`src/hw/rtl/jss_pkg.sv`:
```
package jss_pkg;

   localparam int MAX_JOBS_DEF = 32;
   localparam int JOB_ID_W     = 8;
   localparam int DEADLINE_W   = 8;
   localparam int PROFIT_W     = 16;
   localparam int SLOT_W       = 5;

   // one stored job
   typedef struct packed {
      logic [JOB_ID_W-1:0]   job_id;
      logic [DEADLINE_W-1:0] deadline;
      logic [PROFIT_W-1:0]   profit;
   } job_entry_type;

   // sequencer -> slot search
   typedef struct packed {
      logic start;
      logic clear;
   } slot_cmd_type;

   // slot search -> sequencer
   typedef struct packed {
      logic              done;
      logic              found;
      logic [SLOT_W-1:0] slot;
   } slot_res_type;

endpackage

```
`src/hw/rtl/jss_if.sv`:
```
interface jss_req_if import jss_pkg::*; ();
   logic                  valid;
   logic                  ready;
   logic [JOB_ID_W-1:0]   job_id;
   logic [DEADLINE_W-1:0] deadline;
   logic [PROFIT_W-1:0]   profit;
   logic                  last_job;

   modport source (output valid, job_id, deadline, profit, last_job, input ready);
   modport sink   (input valid, job_id, deadline, profit, last_job, output ready);
endinterface

interface jss_rsp_if import jss_pkg::*; ();
   logic                valid;
   logic                ready;
   logic [JOB_ID_W-1:0] out_job_id;
   logic                scheduled;
   logic [SLOT_W-1:0]   slot_index;
   logic                last_result;

   modport source (output valid, out_job_id, scheduled, slot_index, last_result,
                   input ready);
   modport sink   (input valid, out_job_id, scheduled, slot_index, last_result,
                   output ready);
endinterface

```
`src/hw/rtl/jss_job_mem.sv`:
```
// Job store: one write port, one read port, registered read data.
// Loads and scans never overlap, so no forwarding is needed.
module jss_job_mem import jss_pkg::*; #(
   parameter int DEPTH = MAX_JOBS_DEF,
   parameter int AW    = $clog2(DEPTH)
) (
   input  logic          clock,
   input  logic          wr_en,
   input  logic [AW-1:0] wr_addr,
   input  job_entry_type wr_data,
   input  logic [AW-1:0] rd_addr,
   output job_entry_type rd_data
);

   job_entry_type mem_ff [DEPTH];
   job_entry_type rd_data_ff;

   always_ff @(posedge clock) begin
      if (wr_en) begin
         mem_ff[wr_addr] <= wr_data;
      end
      rd_data_ff <= mem_ff[rd_addr];
   end

   assign rd_data = rd_data_ff;

endmodule

```
`src/hw/rtl/jss_slot_search.sv`:
```
// Latest-free-slot search: walks down from limit-1 one slot per cycle.
module jss_slot_search import jss_pkg::*; #(
   parameter int SLOTS = MAX_JOBS_DEF,
   parameter int AW    = $clog2(SLOTS),
   parameter int CW    = $clog2(SLOTS + 1)
) (
   input  logic          clock,
   input  logic          reset,
   input  slot_cmd_type  cmd,
   input  logic [CW-1:0] limit,
   output slot_res_type  res
);

   logic [SLOTS-1:0]  map_ff, map_in;
   logic [CW-1:0]     lim_ff, lim_in;
   logic              act_ff, act_in;
   logic              done_ff, done_in;
   logic              found_ff, found_in;
   logic [SLOT_W-1:0] slot_ff, slot_in;
   logic [AW-1:0]     probe;

   assign probe = AW'(lim_ff - CW'(1));

   always_comb begin
      map_in   = map_ff;
      lim_in   = lim_ff;
      act_in   = act_ff;
      done_in  = 1'b0;
      found_in = found_ff;
      slot_in  = slot_ff;
      if (cmd.clear) begin
         map_in = '0;
      end
      if (cmd.start) begin
         lim_in   = limit;
         act_in   = 1'b1;
         found_in = 1'b0;
         slot_in  = '0;
      end else if (act_ff) begin
         if (lim_ff == '0) begin
            act_in  = 1'b0;
            done_in = 1'b1;
         end else if (!map_ff[probe]) begin
            map_in[probe] = 1'b1;
            act_in        = 1'b0;
            done_in       = 1'b1;
            found_in      = 1'b1;
            slot_in       = SLOT_W'(probe);   // masked to the output width
         end else begin
            lim_in = lim_ff - CW'(1);
         end
      end
   end

   always_ff @(posedge clock) begin
      if (reset) begin
         map_ff  <= '0;
         act_ff  <= 1'b0;
         done_ff <= 1'b0;
      end else begin
         map_ff  <= map_in;
         act_ff  <= act_in;
         done_ff <= done_in;
      end
   end

   always_ff @(posedge clock) begin
      lim_ff   <= lim_in;
      found_ff <= found_in;
      slot_ff  <= slot_in;
   end

   assign res.done  = done_ff;
   assign res.found = found_ff;
   assign res.slot  = slot_ff;

endmodule

```
`src/hw/rtl/job_sequencing_deadline_scheduler.sv`:
```
// Channel | Dir | Word                                           | Accept
// req_ch  | in  | job_id, deadline, profit, last_job             | valid & ready
// rsp_ch  | out | out_job_id, scheduled, slot_index, last_result | valid & ready
//
// Loading accepts job words while req_ch.ready is high. A word with last_job closes the batch;
// req_ch.ready then stays low until the last result has been handed to the
// output register. Each of the n results takes a memory scan of the batch (one
// read port, one job per cycle), a slot walk from below min(deadline, n) (one
// slot per cycle) and an emit into the output register.
// A stalled rsp_ch holds its word while the next scan runs; reset clears batch
// count, slot map and rsp_ch.valid at once and returns to loading.
module job_sequencing_deadline_scheduler import jss_pkg::*; #(
   parameter int MAX_JOBS = MAX_JOBS_DEF
) (
   input  logic      clock,
   input  logic      reset,
   jss_req_if.sink   req_ch,
   jss_rsp_if.source rsp_ch
);

   localparam int AW = $clog2(MAX_JOBS);
   localparam int CW = $clog2(MAX_JOBS + 1);

   localparam logic [2:0] ST_LOAD   = 3'd0;
   localparam logic [2:0] ST_SCAN   = 3'd1;
   localparam logic [2:0] ST_DRAIN  = 3'd2;
   localparam logic [2:0] ST_START  = 3'd3;
   localparam logic [2:0] ST_SEARCH = 3'd4;
   localparam logic [2:0] ST_EMIT   = 3'd5;

   logic [2:0]            state_ff, state_in;
   logic [CW-1:0]         count_ff, count_in;   // jobs in batch (n)
   logic [CW-1:0]         rank_ff, rank_in;     // results emitted so far
   logic [AW-1:0]         addr_ff, addr_in;     // scan read address
   logic                  dv_ff, dv_in;         // read data valid next cycle
   logic [AW-1:0]         dv_idx_ff, dv_idx_in;
   logic [MAX_JOBS-1:0]   taken_ff, taken_in;   // job already emitted
   logic                  have_ff, have_in;
   logic [AW-1:0]         best_idx_ff, best_idx_in;
   logic [PROFIT_W-1:0]   best_prof_ff, best_prof_in;
   logic [JOB_ID_W-1:0]   best_id_ff, best_id_in;
   logic [DEADLINE_W-1:0] best_dl_ff, best_dl_in;

   logic                  rsp_valid_ff, rsp_valid_in;
   logic [JOB_ID_W-1:0]   rsp_id_ff, rsp_id_in;
   logic                  rsp_sched_ff, rsp_sched_in;
   logic [SLOT_W-1:0]     rsp_slot_ff, rsp_slot_in;
   logic                  rsp_last_ff, rsp_last_in;

   logic                  req_acc;
   logic                  mem_we;
   job_entry_type         mem_wdata;
   job_entry_type         mem_rdata;
   slot_cmd_type          slot_cmd;
   slot_res_type          slot_res;
   logic [CW-1:0]         slot_limit;
   logic [CW-1:0]         last_pos;
   logic                  out_free;

   assign req_ch.ready = (state_ff == ST_LOAD);
   assign req_acc      = req_ch.valid && req_ch.ready;
   // a full batch drops the word but still honors last_job
   assign mem_we       = req_acc && (count_ff < CW'(MAX_JOBS));
   assign mem_wdata    = '{job_id: req_ch.job_id, deadline: req_ch.deadline,
                           profit: req_ch.profit};
   assign last_pos     = count_ff - CW'(1);
   assign out_free     = !rsp_valid_ff || rsp_ch.ready;
   // search starts below min(deadline, n)
   assign slot_limit   = (best_dl_ff > DEADLINE_W'(count_ff)) ? count_ff
                                                               : CW'(best_dl_ff);

   jss_job_mem #(.DEPTH(MAX_JOBS), .AW(AW)) u_mem (
      .clock   (clock),
      .wr_en   (mem_we),
      .wr_addr (count_ff[AW-1:0]),
      .wr_data (mem_wdata),
      .rd_addr (addr_ff),
      .rd_data (mem_rdata)
   );

   jss_slot_search #(.SLOTS(MAX_JOBS), .AW(AW), .CW(CW)) u_slot (
      .clock (clock),
      .reset (reset),
      .cmd   (slot_cmd),
      .limit (slot_limit),
      .res   (slot_res)
   );

   always_comb begin
      state_in     = state_ff;
      count_in     = count_ff;
      rank_in      = rank_ff;
      addr_in      = addr_ff;
      dv_in        = 1'b0;
      dv_idx_in    = addr_ff;
      taken_in     = taken_ff;
      have_in      = have_ff;
      best_idx_in  = best_idx_ff;
      best_prof_in = best_prof_ff;
      best_id_in   = best_id_ff;
      best_dl_in   = best_dl_ff;
      rsp_valid_in = rsp_valid_ff && !rsp_ch.ready;
      rsp_id_in    = rsp_id_ff;
      rsp_sched_in = rsp_sched_ff;
      rsp_slot_in  = rsp_slot_ff;
      rsp_last_in  = rsp_last_ff;
      slot_cmd     = '{start: 1'b0, clear: 1'b0};

      // max-profit pick; strict compare keeps the earliest of equal profits
      if (dv_ff && !taken_ff[dv_idx_ff] && (!have_ff || mem_rdata.profit > best_prof_ff))
      begin
         have_in      = 1'b1;
         best_idx_in  = dv_idx_ff;
         best_prof_in = mem_rdata.profit;
         best_id_in   = mem_rdata.job_id;
         best_dl_in   = mem_rdata.deadline;
      end

      unique case (state_ff)
         ST_LOAD: begin
            if (mem_we) begin
               count_in = count_ff + CW'(1);
            end
            if (req_acc && req_ch.last_job) begin
               state_in = ST_SCAN;
               addr_in  = '0;
               have_in  = 1'b0;
               rank_in  = '0;
            end
         end
         ST_SCAN: begin
            dv_in = 1'b1;
            if (addr_ff == AW'(last_pos)) begin
               state_in = ST_DRAIN;
            end else begin
               addr_in = addr_ff + AW'(1);
            end
         end
         ST_DRAIN: begin
            state_in = ST_START;
         end
         ST_START: begin
            slot_cmd.start = 1'b1;
            state_in       = ST_SEARCH;
         end
         ST_SEARCH: begin
            if (slot_res.done) begin
               state_in = ST_EMIT;
            end
         end
         ST_EMIT: begin
            if (out_free) begin
               rsp_valid_in          = 1'b1;
               rsp_id_in             = best_id_ff;
               rsp_sched_in          = slot_res.found;
               rsp_slot_in           = slot_res.found ? slot_res.slot : '0;
               rsp_last_in           = (rank_ff == last_pos);
               taken_in[best_idx_ff] = 1'b1;
               rank_in               = rank_ff + CW'(1);
               addr_in               = '0;
               have_in               = 1'b0;
               if (rank_ff == last_pos) begin
                  // batch end: free every slot and empty the store
                  slot_cmd.clear = 1'b1;
                  count_in       = '0;
                  taken_in       = '0;
                  state_in       = ST_LOAD;
               end else begin
                  state_in = ST_SCAN;
               end
            end
         end
         default: begin
            state_in = ST_LOAD;
         end
      endcase
   end

   always_ff @(posedge clock) begin
      if (reset) begin
         state_ff     <= ST_LOAD;
         count_ff     <= '0;
         rank_ff      <= '0;
         dv_ff        <= 1'b0;
         taken_ff     <= '0;
         have_ff      <= 1'b0;
         rsp_valid_ff <= 1'b0;
      end else begin
         state_ff     <= state_in;
         count_ff     <= count_in;
         rank_ff      <= rank_in;
         dv_ff        <= dv_in;
         taken_ff     <= taken_in;
         have_ff      <= have_in;
         rsp_valid_ff <= rsp_valid_in;
      end
   end

   always_ff @(posedge clock) begin
      addr_ff      <= addr_in;
      dv_idx_ff    <= dv_idx_in;
      best_idx_ff  <= best_idx_in;
      best_prof_ff <= best_prof_in;
      best_id_ff   <= best_id_in;
      best_dl_ff   <= best_dl_in;
      rsp_id_ff    <= rsp_id_in;
      rsp_sched_ff <= rsp_sched_in;
      rsp_slot_ff  <= rsp_slot_in;
      rsp_last_ff  <= rsp_last_in;
   end

   assign rsp_ch.valid       = rsp_valid_ff;
   assign rsp_ch.out_job_id  = rsp_id_ff;
   assign rsp_ch.scheduled   = rsp_sched_ff;
   assign rsp_ch.slot_index  = rsp_slot_ff;
   assign rsp_ch.last_result = rsp_last_ff;

endmodule

```
`src/flat_wrapper.sv`:
```
// flat-port wrapper written by rule: the top's interface ports become plain ports
module job_sequencing_deadline_scheduler_flat import jss_pkg::*;
#(
   parameter int MAX_JOBS = MAX_JOBS_DEF
)
  (clock, reset, req_ch_valid, req_ch_job_id, req_ch_deadline, req_ch_profit, req_ch_last_job, req_ch_ready, rsp_ch_valid, rsp_ch_out_job_id, rsp_ch_scheduled, rsp_ch_slot_index, rsp_ch_last_result, rsp_ch_ready);
  jss_req_if req_ch_i ();
  jss_rsp_if rsp_ch_i ();
  input  logic clock;
  input  logic reset;
  input wire logic [$bits(req_ch_i.valid)-1:0] req_ch_valid;
  input wire logic [$bits(req_ch_i.job_id)-1:0] req_ch_job_id;
  input wire logic [$bits(req_ch_i.deadline)-1:0] req_ch_deadline;
  input wire logic [$bits(req_ch_i.profit)-1:0] req_ch_profit;
  input wire logic [$bits(req_ch_i.last_job)-1:0] req_ch_last_job;
  output wire logic [$bits(req_ch_i.ready)-1:0] req_ch_ready;
  output wire logic [$bits(rsp_ch_i.valid)-1:0] rsp_ch_valid;
  output wire logic [$bits(rsp_ch_i.out_job_id)-1:0] rsp_ch_out_job_id;
  output wire logic [$bits(rsp_ch_i.scheduled)-1:0] rsp_ch_scheduled;
  output wire logic [$bits(rsp_ch_i.slot_index)-1:0] rsp_ch_slot_index;
  output wire logic [$bits(rsp_ch_i.last_result)-1:0] rsp_ch_last_result;
  input wire logic [$bits(rsp_ch_i.ready)-1:0] rsp_ch_ready;
  assign req_ch_i.valid = req_ch_valid;
  assign req_ch_i.job_id = req_ch_job_id;
  assign req_ch_i.deadline = req_ch_deadline;
  assign req_ch_i.profit = req_ch_profit;
  assign req_ch_i.last_job = req_ch_last_job;
  assign req_ch_ready = req_ch_i.ready;
  assign rsp_ch_valid = rsp_ch_i.valid;
  assign rsp_ch_out_job_id = rsp_ch_i.out_job_id;
  assign rsp_ch_scheduled = rsp_ch_i.scheduled;
  assign rsp_ch_slot_index = rsp_ch_i.slot_index;
  assign rsp_ch_last_result = rsp_ch_i.last_result;
  assign rsp_ch_i.ready = rsp_ch_ready;
  job_sequencing_deadline_scheduler #(.MAX_JOBS(MAX_JOBS)) u_core (.clock(clock), .reset(reset), .req_ch(req_ch_i), .rsp_ch(rsp_ch_i));
endmodule
```
`config.mk`:
```
export PLATFORM = sky130hd
export DESIGN_NAME = job_sequencing_deadline_scheduler_flat
export DESIGN_NICKNAME = d
export VERILOG_FILES = /design/src/hw/rtl/jss_pkg.sv /design/src/hw/rtl/jss_if.sv /design/src/hw/rtl/jss_job_mem.sv /design/src/hw/rtl/jss_slot_search.sv /design/src/hw/rtl/job_sequencing_deadline_scheduler.sv /design/src/flat_wrapper.sv
export SDC_FILE = /design/constraint.sdc
export NUM_CORES = 1
export LEC_CHECK = 0
export ABC_AREA = 0
export BUFFER_PORTS_ARGS = -buffer_cell sky130_fd_sc_hd__clkbuf_2
export CAP_MARGIN = 10
export CORE_MARGIN = 3
export CORE_UTILIZATION = 40
export CTS_BUF_LIST = sky130_fd_sc_hd__clkbuf_8
export DETAILED_ROUTE_END_ITERATION = 7
export GPL_ROUTABILITY_DRIVEN = 0
export MAX_ROUTING_LAYER = met4
export PLACE_DENSITY = 0.61
export RECOVER_POWER = 50
export SYNTH_ARGS = -nofsm -noshare
export SYNTH_HDL_FRONTEND = slang
export SYNTH_SLANG_ARGS = --single-unit
export TNS_END_PERCENT = 1
```
`constraint.sdc`:
```
create_clock -name clock -period 7.72 [get_ports clock]
set_clock_uncertainty 0.15 [all_clocks]
set_input_delay 1.158 -clock clock [delete_from_list [all_inputs] [get_ports clock]]
set_output_delay 1.158 -clock clock [all_outputs]
set_load 0.005 [all_outputs]
```
==> results of run 1 <==
through the flow:
step	cells	instance area, µm²
2_1_floorplan	2171	46580
3_3_place_gp	3670	48930
3_5_place_dp	3670	48930
4_1_cts	4021	52650
5_1_grt	4025	52550
6_report	4027	52550
flip-flops by register name (all words and copies together), names as in the netlist, 3 cells and up:
name,count
u_core.u_slot.lim_ff,6
u_core.u_mem.mem_ff,1024
u_core.best_idx_ff,5
u_core.u_mem.rd_data,32
u_core.taken_ff,32
u_core.best_id_ff,8
u_core.u_slot.slot_ff,5
u_core.rank_ff,6
u_core.best_prof_ff,16
u_core.addr_ff,5
u_core.u_slot.map_ff,32
u_core.rsp_ch.slot_index,5
u_core.count_ff,6
u_core.dv_idx_ff,5
u_core.best_dl_ff,8
u_core.state_ff,3
u_core.rsp_ch.out_job_id,8
worst paths after layout:
path | startpoint | end
max | u_core.addr_ff[3] | u_core.u_mem.rd_data[15]
min | u_core.u_mem.rd_data[23] | u_core.best_dl_ff[7]
min reg2reg | u_core.u_mem.rd_data[23] | u_core.best_dl_ff[7]
max reg2reg | u_core.addr_ff[3] | u_core.u_mem.rd_data[15]
cell type report:
| class | count | area share, % |
|---|---|---|
| multi-input combinational | 812 | 21.02 |
| clock buffer | 209 | 5.474 |
| clock inverter | 142 | 1.598 |
| tap | 1512 | 3.600 |
| inverter | 33 | 0.2357 |
| timing repair buffer | 99 | 1.098 |
| sequential | 1214 | 66.95 |
| antenna | 6 | 0.02857 |
layer usage:
metal / part of all wire, % / wire length [µm] / global-route usage, % / up-vias
met3: 6.2 / 6849 / 3.405 / 179
met5: 0 / 0 / - / -
met4: 2.3 / 2520 / 5.720 / 0
li1: - / - / - / 9436
met2: 48 / 53690 / 29.39 / 834
met1: 43 / 48060 / 26.24 / 12250
cell usage after synthesis (all sizes together), types with 2 or more instances:
cell     count
o22a         2
inv         31
xor2        11
a32o        24
nor2b        6
or2          3
nand3       17
dfxtp      127
nor3b        7
nor4        11
a211oi       4
a22o         9
xnor2        7
nor2       116
ha          32
a2bb2oi      2
edfxtp    1087
or3          3
nand4        8
mux4       338
nand3b       3
clkbuf      61
o31ai        5
buf         51
mux2        36
clkinv       2
mux2i        7
a21o         3
nand2       38
a21oi       49
o31a         2
o21a         4
a31oi        7
and3         3
and2        10
o21ai       12
xnor3        5
or4          4
nor3        11
nand2b       6
placed cells by master (no fill, tap or decap), types with 5 or more instances in the layout:
| master | instances |
|---|---|
| sky130_fd_sc_hd__nand4_1 | 8 |
| sky130_fd_sc_hd__nor3b_1 | 7 |
| sky130_fd_sc_hd__nand2_1 | 38 |
| sky130_fd_sc_hd__clkbuf_1 | 51 |
| sky130_fd_sc_hd__buf_4 | 40 |
| sky130_fd_sc_hd__o21ai_0 | 12 |
| sky130_fd_sc_hd__ha_1 | 32 |
| sky130_fd_sc_hd__xnor3_1 | 5 |
| sky130_fd_sc_hd__inv_1 | 78 |
| sky130_fd_sc_hd__clkinv_2 | 30 |
| sky130_fd_sc_hd__nor4_1 | 11 |
| sky130_fd_sc_hd__and2_0 | 6 |
| sky130_fd_sc_hd__nor2_1 | 87 |
| sky130_fd_sc_hd__clkinvlp_4 | 7 |
| sky130_fd_sc_hd__dfxtp_1 | 127 |
| sky130_fd_sc_hd__clkbuf_8 | 209 |
| sky130_fd_sc_hd__o31ai_1 | 5 |
| sky130_fd_sc_hd__a21oi_1 | 47 |
| sky130_fd_sc_hd__nand2b_1 | 6 |
| sky130_fd_sc_hd__nor2_4 | 29 |
| sky130_fd_sc_hd__a31oi_1 | 7 |
| sky130_fd_sc_hd__bufinv_16 | 6 |
| sky130_fd_sc_hd__mux4_2 | 338 |
| sky130_fd_sc_hd__clkinv_1 | 44 |
| sky130_fd_sc_hd__nor2b_1 | 6 |
| sky130_fd_sc_hd__clkbuf_2 | 5 |
| sky130_fd_sc_hd__nor3_1 | 11 |
| sky130_fd_sc_hd__a32o_1 | 24 |
| sky130_fd_sc_hd__nand3_1 | 17 |
| sky130_fd_sc_hd__mux2i_1 | 7 |
| sky130_fd_sc_hd__mux2_2 | 36 |
| sky130_fd_sc_hd__xor2_1 | 11 |
| sky130_fd_sc_hd__a22o_1 | 9 |
| sky130_fd_sc_hd__diode_2 | 6 |
| sky130_fd_sc_hd__edfxtp_1 | 1087 |
| sky130_fd_sc_hd__xnor2_1 | 7 |
cells by family after synthesis:
group	after synthesis	synth area share [%]
DFF	1214	75.53
muxes	381	17.36
and+or+nand+nor	247	2.466
buffers and inverters	145	1.214
AOI/OAI and AO/OA	129	1.982
adders and majority gates	32	0.8596
xor gates and xnor gates	23	0.5802
power by group:
group | internal (µW) | switching (µW) | total (µW)
Clock | 2710 | 2510 | 5230
Sequential | 7280 | 70.8 | 7350
Combinational | 474 | 522 | 996
Total | 10500 | 3110 | 13600
==> impl_summary.txt, run 1 <==
----------------------------------------------------
[Setup path]
  CP Capture Type ... register
  Critical path fanouts, max ... 35
  Count of buffering cells on the critical path with inverters included ... 2
  Setup slack of the worst register-to-register path ... 2.20 ns
  Worst reg-to-reg path cell count ... 4
  Dominant delay contributor by cell family on the critical path ... buffers and inverters
  Kind of launch point of the worst setup path ... register
  Data required time at the worst endpoint ... 8.29 ns
  Delay of the slowest cell on the worst path ... 2.78 ns
  Critical-path cell with the highest stage delay ... sky130_fd_sc_hd__clkbuf_1
  Data arrival time of the critical path ... 6.09 ns
  Number of stages on the worst setup path ... 4
  Chain of cells forming the critical path ... clkbuf_1 > buf_4 > mux4_2 > mux2_2
  Worst setup path category ... reg -> reg

[Pwr]
  Peak supply drop ... 175.9 µV
  Power consumption ... 13570 µW
  Power per Cell Area ... 258.3 mW/mm²
  Static leakage ... 0.01656 µW

[Route]
  Number of remaining DRC errors ... 0
  Antenna Violating Nets Remaining ... 0
  Routed WL ... 111100 µm
  Number of iterations in the first detailed-routing pass ... 5
  Drt via density ... 5.636
  DRC violation total after the first TritonRoute iteration ... 2404
  Drt wl/cell ... 27.59 µm
  Total via count in the routed design ... 22700

[Timing]
  Slack of the critical path ... 2.199 ns
  Worst slew margin ... -162.5%
  Worst Hold Margin ... 0.2486 ns
  Number of endpoints failing setup at the final stage ... 0
  Measured slew at the worst slew-check pin ... 3.938 ns
  RSZ-0062 raised after global routing ... false
  Max-slew violation count ... 98
  Fin. Hold Viols ... 0
  Share of the clock period used by the worst path after layout ... 71.51%
  Maximum achievable frequency ... 0.1811 GHz
  Time the worst path needs with I/O delays and setup ... 5.521 ns
  Post-route setup TNS ... 0 ns

[Logic synthesis]
  Async SR Flop Fraction ... 0%
  Unique cell type count in the Yosys netlist ... 52
  Most used flip-flop cell after synthesis ... sky130_fd_sc_hd__edfxtp_1
  Area contributors post-synth ... sky130_fd_sc_hd__edfxtp_1 70%, sky130_fd_sc_hd__mux4_2 16%, sky130_fd_sc_hd__dfxtp_1 5.5%, sky130_fd_sc_hd__nor2_1 0.93%, sky130_fd_sc_hd__mux2_2 0.87%
  Net count after synthesis ... 2240
  Number of register bits inferred by synthesis ... 1214
  Synthesized netlist cell count ... 2171
  Largest area contributor in the synthesized netlist ... sky130_fd_sc_hd__edfxtp_1
  Count of flip-flops with a built-in enable after synthesis ... 1087
  Area share of the largest cell type after synthesis ... 70.08%
  Post-Synthesis Mean Instance Area ... 21.46 µm²
  Number of warning messages in the yosys log ... 0
  Part of the Yosys area used for sequential elements ... 75.53%
  Syn Std Cell Area ... 0.04658 mm²

[Final layout]
  Share of post-route cells with drive strength above 1 ... 28.74%
  Number of fill cells in the layout ... 9537
  Storage element area ... 0.03518 mm²
  Number of nets in the final layout ... 2419
  Final core utilization ... 45.71%
  Growth of design area from synthesis to finish ... 12.82%
  Area of the multi-input gates ... 0.01104 mm²

[CTS]
  Post-CTS Resized ... 0
  Clk root buf ... sky130_fd_sc_hd__clkbuf_8
  Setup Fix Bufs, Post-CTS ... 0
  Clock-pin slew on the worst setup and hold paths ... 0.06 ns
  CTS tree ... built
  Worst skew pair latency ... 0.85 ns
  Number of buffers created by CTS ... 190
  Total number of H-tree levels ... 4
  Maximum root-to-sink buffer count ... 3
  Clock Sink Count ... 1214
  Count of hold-fix buffers inserted at cts ... 0

[Global routing]
  Overflow left after global routing ... 0
  Initial antenna violation count ... 5
  Number of global-route vias before repair ... 23770
  Wire length of the first global-routing pass ... 163000 µm
  Total track usage ... 19.10%
  Largest net degree at the start of global routing ... 129

[Outcome]
  Outcome ... finished, violations left
  Failing checks ... max-capacitance violations, max-slew violations

[Placed design]
  HPWL after detailed placement ... 54800 µm
  Worst-case setup slack after placement ... 3.349 ns
  Port bufs ... 53

[Floorplan]
  I/O pin total ... 54
  Die footprint ... 0.1206 mm²
  Die X-Extent ... 347.2 µm
  Number of rows in the core area ... 124
  Die Y-Extent ... 347.2 µm
  Effective utilization at floorplan ... 40.52%
  Core region area ... 0.1150 mm²

[Min path]
  Worst min-delay path class ... reg -> reg
  Number of cells on the worst hold path ... 0

[Job]
  Max Cap Violations ... 5

----------------------------------------------------
Note: power is estimated with default switching activity, not from simulation.
==> run 2: changes to the inputs <==
--- a/config.mk
+++ b/config.mk
@@ -14,7 +14,7 @@
 export DETAILED_ROUTE_END_ITERATION = 7
 export GPL_ROUTABILITY_DRIVEN = 0
 export MAX_ROUTING_LAYER = met4
-export PLACE_DENSITY = 0.61
+export PLACE_DENSITY = 0.63
 export RECOVER_POWER = 50
 export SYNTH_ARGS = -nofsm -noshare
 export SYNTH_HDL_FRONTEND = slang
==> constraint.sdc (replaced) <==
create_clock -name clock -period 4.8 [get_ports clock]
set_clock_uncertainty 0.15 [all_clocks]
set_input_delay 0.72 -clock clock [delete_from_list [all_inputs] [get_ports clock]]
set_output_delay 0.72 -clock clock [all_outputs]
set_load 0.005 [all_outputs]
==> run 2 against run 1 <==
The run still ends with max-capacitance violations, max-slew violations left. Flip-flop and latch count is the same. Hold slack worse by 0.11 ns. Via count up 0.11%. Final cell count grew 0.47%. Wire length shrank 3.8%. Non-clock buffer count is 15 higher. Sequential share of layout area shrank 0.30 points. Core utilization increased by 0.21 points. Critical path depth grew 5. Combinational power grew 66%. Worst setup slack got worse by 1.5 ns. Fmax increased by 34%. Critical path type unchanged. Critical endpoint is now u_core.u_slot.map_ff[5]. Largest power group unchanged.
==> impl_summary.txt, run 2 (synthesis results as in run 1) <==
----------------------------------------------------
[Pwr]
  Peak supply drop ... 230.4 µV
  Static leakage ... 0.01676 µW
  Power per Cell Area ... 408.5 mW/mm²

[CTS]
  Clock Sink Count ... 1214
  CTS tree ... built
  Count of hold-fix buffers inserted at cts ... 0
  Worst skew pair latency ... 0.84 ns
  Number of buffers created by CTS ... 193
  Clock-pin slew on the worst setup and hold paths ... 0.06 ns
  Post-CTS Resized ... 0
  Total number of H-tree levels ... 4
  Clk root buf ... sky130_fd_sc_hd__clkbuf_8
  Maximum root-to-sink buffer count ... 3
  Setup Fix Bufs, Post-CTS ... 0

[Floorplan]
  Number of rows in the core area ... 124
  Die footprint ... 0.1206 mm²
  I/O pin total ... 54
  Die Y-Extent ... 347.2 µm
  Die X-Extent ... 347.2 µm
  Effective utilization at floorplan ... 40.52%
  Core region area ... 0.1150 mm²

[Global routing]
  Wire length of the first global-routing pass ... 157900 µm
  Overflow left after global routing ... 0
  Largest net degree at the start of global routing ... 138
  Total track usage ... 18.33%
  Initial antenna violation count ... 8
  Number of global-route vias before repair ... 23490

[Timing]
  Worst slew margin ... -124.4%
  Share of the clock period used by the worst path after layout ... 85.88%
  Max-slew violation count ... 213
  Maximum achievable frequency ... 0.2426 GHz
  Post-route setup TNS ... 0 ns
  Worst Hold Margin ... 0.1341 ns
  RSZ-0062 raised after global routing ... false
  Fin. Hold Viols ... 0
  Measured slew at the worst slew-check pin ... 3.367 ns
  Time the worst path needs with I/O delays and setup ... 4.122 ns
  Number of endpoints failing setup at the final stage ... 0
  Slack of the critical path ... 0.6777 ns

[Route]
  Number of remaining DRC errors ... 0
  DRC violation total after the first TritonRoute iteration ... 2255
  Drt via density ... 5.616
  Antenna Violating Nets Remaining ... 0
  Drt wl/cell ... 26.42 µm
  Total via count in the routed design ... 22720
  Number of iterations in the first detailed-routing pass ... 6
  Routed WL ... 106900 µm

[Setup path]
  Kind of launch point of the worst setup path ... register
  Chain of cells forming the critical path ... inv_1 > ha_1 > nor3b_1 > xor2_1 > buf_4 > mux2_2 > o22a_1 > nand2_1 > a32o_1
  Delay of the slowest cell on the worst path ... 0.79 ns
  Worst setup path category ... reg -> reg
  Data arrival time of the critical path ... 4.73 ns
  CP Capture Type ... register
  Data required time at the worst endpoint ... 5.41 ns
  Setup slack of the worst register-to-register path ... 0.68 ns
  Critical-path cell with the highest stage delay ... sky130_fd_sc_hd__nand2_1
  Critical path fanouts, max ... 32

[Placed design]
  Worst-case setup slack after placement ... 0.7431 ns
  Port bufs ... 53
  HPWL after detailed placement ... 56470 µm

[Final layout]
  Number of nets in the final layout ... 2437
  Most common cell after layout, fill and taps aside ... sky130_fd_sc_hd__edfxtp_1
  Storage element area ... 0.03518 mm²
  Number of flip-flops under the largest register name ... 1024
  Commonest cells after routing, fill and taps aside ... 1087 x sky130_fd_sc_hd__edfxtp_1, 338 x sky130_fd_sc_hd__mux4_2, 207 x sky130_fd_sc_hd__clkbuf_8
  Growth of design area from synthesis to finish ... 13.33%
  Share of post-route cells with drive strength above 1 ... 28.40%
  Number of fill cells in the layout ... 9437
  Area of the multi-input gates ... 0.01109 mm²
  Register containing the most flip-flops in the final layout ... u_core.u_mem.mem_ff

[Min path]
  Worst min-delay path class ... in -> reg

[Job]
  Max Cap Violations ... 4

[Outcome]
  Outcome ... finished, violations left
  Failing checks ... max-capacitance violations, max-slew violations

----------------------------------------------------
## run 2: worst paths after layout
path / start / to / cells past startpoint
worst min register to register: u_core.u_mem.rd_data[29] / u_core.best_id_ff[5] / 0
worst max register to register: u_core.u_slot.lim_ff[0] / u_core.u_slot.map_ff[5] / 9
worst max-delay path: u_core.u_slot.lim_ff[0] / u_core.u_slot.map_ff[5] / 9
worst min-delay path: reset / u_core.u_slot.act_ff / 2
## run 2: layout make-up
type	instances	area share, %
antenna	6	0.02844
clock buffer	207	5.397
clock inverter	148	1.446
inverter	33	0.2347
multi-input combinational	812	21.00
timing repair buffer	114	1.659
tap	1512	3.584
sequential	1214	66.65
## run 2: worst max-delay path, delay by kind of cell, from the launching register on
kind	cells	cell delay [ns]
muxes	1	0.35
xor gates and xnor gates	1	0.31
AOI/OAI and AO/OA	2	0.55
and+or+nand+nor	2	1.24
buffers and inverters	2	0.49
adders and majority gates	1	0.30
DFF	1	0.65
## run 2: stage by stage
step           power [µW]  utilization (%)  cell area [µm²]  cells
2_1_floorplan       13090                -            46580   2171
3_3_place_gp        13640            42.86            49270   3685
3_5_place_dp        13680            42.86            49270   3685
4_1_cts             21780            46.00            52880   4040
5_1_grt             22390            45.91            52790   4045
6_report            21560            45.92            52790   4046
## run 2: report_power, final
| group | internal, µW | switching (µW) |
|---|---|---|
| Combinational | 789 | 861 |
| Clock | 4120 | 3980 |
| Sequential | 11700 | 105 |
## run 2: routing by layer
layer,share of wire [%],GRT usage (%)
met5,0,-
met4,2.1,5.302
met3,7.0,3.823
met2,49,28.74
met1,42,24.41
